`src/ialu_pkg.sv`:
```
`timescale 1ns / 1ps
`default_nettype none
// ----------------------------------------------------------------------------
// ialu_pkg: shared types and constants for the integer ALU
// Opcode and status codes, default data width, pipeline bookkeeping.
// ----------------------------------------------------------------------------
package ialu_pkg;

    localparam int unsigned DefDataWidth = 32;
    localparam int unsigned OpWidth      = 5;
    localparam int unsigned StWidth      = 2;

    typedef enum logic [OpWidth-1:0] {
        OP_ADD  = 5'd0,
        OP_SUB  = 5'd1,
        OP_MUL  = 5'd2,
        OP_DIV  = 5'd3,
        OP_REM  = 5'd4,
        OP_AND  = 5'd5,
        OP_OR   = 5'd6,
        OP_XOR  = 5'd7,
        OP_ASR  = 5'd8,
        OP_LSL  = 5'd9,
        OP_LSR  = 5'd10,
        OP_EQ   = 5'd11,
        OP_NE   = 5'd12,
        OP_GT   = 5'd13,
        OP_GE   = 5'd14,
        OP_LT   = 5'd15,
        OP_LE   = 5'd16,
        OP_PASS = 5'd17
    } t_op;

    localparam logic [StWidth-1:0] ST_OK     = 2'd0;
    localparam logic [StWidth-1:0] ST_BAD_OP = 2'd1;
    localparam logic [StWidth-1:0] ST_DIV0   = 2'd2;

    // Item class, decided at entry and carried down the pipeline
    typedef enum logic [1:0] {
        K_SIMPLE = 2'd0,
        K_MUL    = 2'd1,
        K_DIV    = 2'd2,
        K_REM    = 2'd3
    } t_kind;

endpackage
`default_nettype wire

```
`src/ialu_div.sv`:
```
`timescale 1ns / 1ps
`default_nettype none
// ----------------------------------------------------------------------------
// ialu_div: pipelined unsigned restoring divider
// One quotient bit per stage, DATA_WIDTH stages, shifts with a common enable.
// ----------------------------------------------------------------------------
module ialu_div
    import ialu_pkg::*;
#(
    parameter int unsigned DATA_WIDTH = DefDataWidth
) (
    input  wire logic                  i_clk,
    input  wire logic                  i_en,
    input  wire logic [DATA_WIDTH-1:0] i_dividend,
    input  wire logic [DATA_WIDTH-1:0] i_divisor,
    output logic      [DATA_WIDTH-1:0] o_quot,
    output logic      [DATA_WIDTH-1:0] o_rem
);

    localparam int unsigned W = DATA_WIDTH;

    // per-stage partial remainder, remaining dividend bits/quotient, divisor
    logic [W-1:0] r_rem [W+1];
    logic [W-1:0] r_q   [W+1];
    logic [W-1:0] r_dsr [W+1];

    always_comb begin
        r_rem[0] = '0;
        r_q[0]   = i_dividend;
        r_dsr[0] = i_divisor;
    end

    for (genvar s = 0; s < W; s++) begin : g_stage
        logic [W:0]   w_trial;
        logic [W:0]   w_diff;
        logic [W-1:0] n_rem;
        logic [W-1:0] n_q;
        logic [W-1:0] r_rem_s;
        logic [W-1:0] r_q_s;
        logic [W-1:0] r_dsr_s;

        // one restoring step: shift in next dividend bit, try subtract
        always_comb begin
            w_trial = {r_rem[s], r_q[s][W-1]};
            w_diff  = w_trial - {1'b0, r_dsr[s]};
            if (!w_diff[W]) begin
                n_rem = w_diff[W-1:0];
                n_q   = {r_q[s][W-2:0], 1'b1};
            end else begin
                n_rem = w_trial[W-1:0];
                n_q   = {r_q[s][W-2:0], 1'b0};
            end
        end

        always_ff @(posedge i_clk) begin
            if (i_en) begin
                r_rem_s <= n_rem;
                r_q_s   <= n_q;
                r_dsr_s <= r_dsr[s];
            end
        end

        always_comb begin
            r_rem[s+1] = r_rem_s;
            r_q[s+1]   = r_q_s;
            r_dsr[s+1] = r_dsr_s;
        end
    end

    assign o_quot = r_q[W];
    assign o_rem  = r_rem[W];

endmodule
`default_nettype wire

```
`config.mk`:
```
export PLATFORM = sky130hd
export DESIGN_NAME = ialu_div
export DESIGN_NICKNAME = d
export VERILOG_FILES = /design/src/ialu_pkg.sv /design/src/ialu_div.sv
export SDC_FILE = /design/constraint.sdc
export NUM_CORES = 2
export LEC_CHECK = 0
export BUFFER_PORTS_ARGS = -buffer_cell sky130_fd_sc_hd__buf_2
export CAP_MARGIN = 20
export CORE_UTILIZATION = 50
export CTS_CLUSTER_SIZE = 10
export DETAILED_ROUTE_END_ITERATION = 10
export PLACE_DENSITY = 0.63
export SLEW_MARGIN = 20
export SYNTH_ARGS = -nofsm -noshare
export SYNTH_HDL_FRONTEND = slang
export SYNTH_SLANG_ARGS = --single-unit
export TNS_END_PERCENT = 100
```
`constraint.sdc`:
```
create_clock -name i_clk -period 6.4 [get_ports i_clk]
set_clock_uncertainty 0.2 [all_clocks]
set_input_delay 0.96 -clock i_clk [delete_from_list [all_inputs] [get_ports i_clk]]
set_output_delay 0.96 -clock i_clk [all_outputs]
set_load 0.1 [all_outputs]
```
==> flow_summary.toml <==
[die]
coreArea_um2 = 307000
die-area_um2 = 312000
die_y_um = 558
io_pins = 130
fp.dieW_um = 558
rows = 203
initial_core_util = 0.504

[placed_design]
port_buffers = 129
pre_cts_slack_ns = 1.26
gp_congestion = 0.906
postPlaceCellArea_um2 = 161000
hpwl_um = 253000

[global_route]
gr-total-overflow = 0
antenna_found_initial = 13
grt.total_usage = 0.218
grt_max_degree = 181
grt_pass1_wl_um = 533000
grt_pass1_vias = 93800

[timing]
fin_ws_ns = 1.17
max_slew_margin = 0.282
fin_crit_ns = 5.23
tightest_slew_ns = 1.08
rsz0062_at_grt = "no"
slew_viol_final = 0
finalSetupViolCount = 0
finalSetupTns_ns = 0
fmax_mhz = 191
timing.final.crit_share = 0.818
hold_violations = 0

[clocking]
htreeDepth = 5
cts_buffers = 361
clk_latency_ns = 0.91
ctsResizeCount = 0
cts_tree = "built"
clkTransAtPathRegs_ns = 0.05
ctsLongestPathBuffers = 4
cts.sinks = 3040
cts_root_buf = "clkbuf_16"

[synth]
yosys_register_bits = 3040
netlist_top_cells_count = "3040 x edfxtp_1, 1277 x inv_1, 994 x ha_1"
ys_seq_area_frac = 0.590
netlist_area_um2 = 155000
synth_area_leaders = "edfxtp_1 59%, ha_1 8.0%, mux2_2 5.8%"
yosys_warnings = 0
yosysUniqueCellTypes = 87
synth_most_common_cell = "edfxtp_1"
async_flop_share = 0
synth-main-ff-cell = "edfxtp_1"
synth.avg_cell_area_um2 = 12.9
yosys.area.top_type = "edfxtp_1"
synth_cells = 12000
synth_top_area_share = 0.590
synth_edf_count = 3040

[finish]
postLayoutCoreUtil = 0.561
fin_nets = 13500
postLayoutCellArea_um2 = 172000
drive_gt1_frac = 0.123
area_growth_pct = 11.1
nFillCells = 25100

[pwr]
powerDensity_nw_per_um2 = 543
p_leak_uw = 0.0695
power.total_uw = 93400
ir_drop_mv = 0.332

[setup_path]
path_cells = "ha_1, fa_1, nor2b_1, o21ai_0, a21oi_1, o211a_1, o311ai_0, a2111oi_0, o22ai_1, o21ai_0, xor2_4, buf_4, mux2_2"
path_common_cell = "o21ai_0"
regToRegSetupSlack_ns = 1.17
cpPeakStageDelay_ns = 0.68
worstSetupPathType = "flip-flop to flip-flop"
arrival_ns = 5.66
worstPathRequired_ns = 6.83
cp-start-kind = "flip-flop"
critPathTopFamily = "compound AO/OA/AOI/OAI gates"
crit_path_end_kind = "flip-flop"
crit_fanout = 31
cpMaxStageDelayCell = "a2111oi_0"
worst-path-buf-inv = 1

[drt]
drt-initial-drc-count = 6438
routed_wl_um = 343000
drc = 0
firstDrtPassIters = 8
wl_per_cell_um = 20.6
antenna_left = 0
routed_via_density = 5.61
via_count = 93500

[status]
outcome = "complete, no violations"

[min_path]
hold_path.class = "primary input to flip-flop"

[run]
max-cap-violations = 0
[worst paths after layout]
kind,start,end,depth (start not counted)
worst max-delay path,g_stage[26].r_dsr_s[0]$_DFFE_PP_,g_stage[27].r_rem_s[13]$_DFFE_PP_,13
worst max register to register,g_stage[26].r_dsr_s[0]$_DFFE_PP_,g_stage[27].r_rem_s[13]$_DFFE_PP_,13
worst min register to register,g_stage[8].r_q_s[12]$_DFFE_PP_,g_stage[9].r_q_s[13]$_DFFE_PP_,0
worst min-delay path,i_divisor[5],g_stage[0].r_dsr_s[5]$_DFFE_PP_,1
[timing repair]
action,CTS,global route
hold buffers,60,0
buffers inserted,0,0
endpoints found under the hold margin,60,0
[per-layer routing]
| layer | vias up | share of wire | global-route usage |
|---|---|---|---|
| met5 | - | 0.000029 | 0 |
| met4 | 2 | 0.038 | 0.0827 |
| met3 | 720 | 0.035 | 0.0211 |
| met2 | 2109 | 0.50 | 0.385 |
| met1 | 45500 | 0.42 | 0.276 |
| li1 | 45200 | - | - |
[cell type report]
cell class              instances  area [µm²]  area share
flip-flops and latches       3040       91300       0.531
multi-input cells            7465       58200       0.338
clock buffers                 413        9250      0.0538
well taps                    4100        5130      0.0298
inverters                    1277        4790      0.0279
repair buffers                286        2410      0.0140
clock inverters                83         981     0.00570
diodes                          3        7.51   0.0000436
[metrics by stage]
stage	std cells	hold WS, ns
2_1_floorplan	12000	0.200
3_3_place_gp	16100	0.200
3_5_place_dp	16100	0.205
4_1_cts	16700	0.0350
5_1_grt	16700	0.0894
6_report	16700	0.119
[power by group]
group	total, µW	switching (µW)	leakage (µW)	internal (µW)
clock network	18300	7800	0.00498	10500
logic	42200	22300	0.0348	20000
registers	32800	3570	0.0297	29300
total	93400	33700	0.0695	59700
[state kept, by name, indices dropped and copies added, names as in the netlist]
signal,flops
o_rem,32
o_quot,32
g_stage.r_rem_s,992
g_stage.r_q_s,992
g_stage.r_dsr_s,992
[logic make-up (layout without fill, tap and decap cells)]
group,count (synthesis),after routing,share of synthesized area
AOI/OAI and AO/OA,2759,2759,0.115
xor gates and xnor gates,857,857,0.0488
adders and majority gates,1025,1025,0.0844
buffers and inverters,1518,2059,0.0375
DFF,3040,3040,0.590
muxes,903,903,0.0652
other,1,18,0.0000242
and+or+nand+nor,1906,1906,0.0597
[cell usage in the layout, fill, tap and decap left out, drive strengths merged, types with 22 or more instances in the layout]
master	n
a31oi	91
nor3	95
xor2	287
xnor2	570
nand4	101
nand2	518
nor2b	132
nand3	177
a21boi	47
inv	1289
and2	33
o21a	109
buf	226
or2	29
o21bai	108
edfxtp	3040
a21o	549
and4	25
ha	994
clkinv	62
a41oi	26
nor2	483
a21oi	820
a311oi	22
o21ai	537
fa	31
mux2i	88
a211oi	72
and3	84
a221oi	62
or3	25
mux2	815
o31ai	51
dlygate4sd3	60
nand2b	141
clkbuf	413
o211ai	58
[worst register-to-register path, stage by stage (launching register included)]
cell	delay [ns]
edfxtp_1	0.39
ha_1	0.23
fa_1	0.40
nor2b_1	0.13
o21ai_0	0.12
a21oi_1	0.31
o211a_1	0.26
o311ai_0	0.31
a2111oi_0	0.68
o22ai_1	0.25
o21ai_0	0.50
xor2_4	0.35
buf_4	0.43
mux2_2	0.41
(Power assumes the default switching activity.)
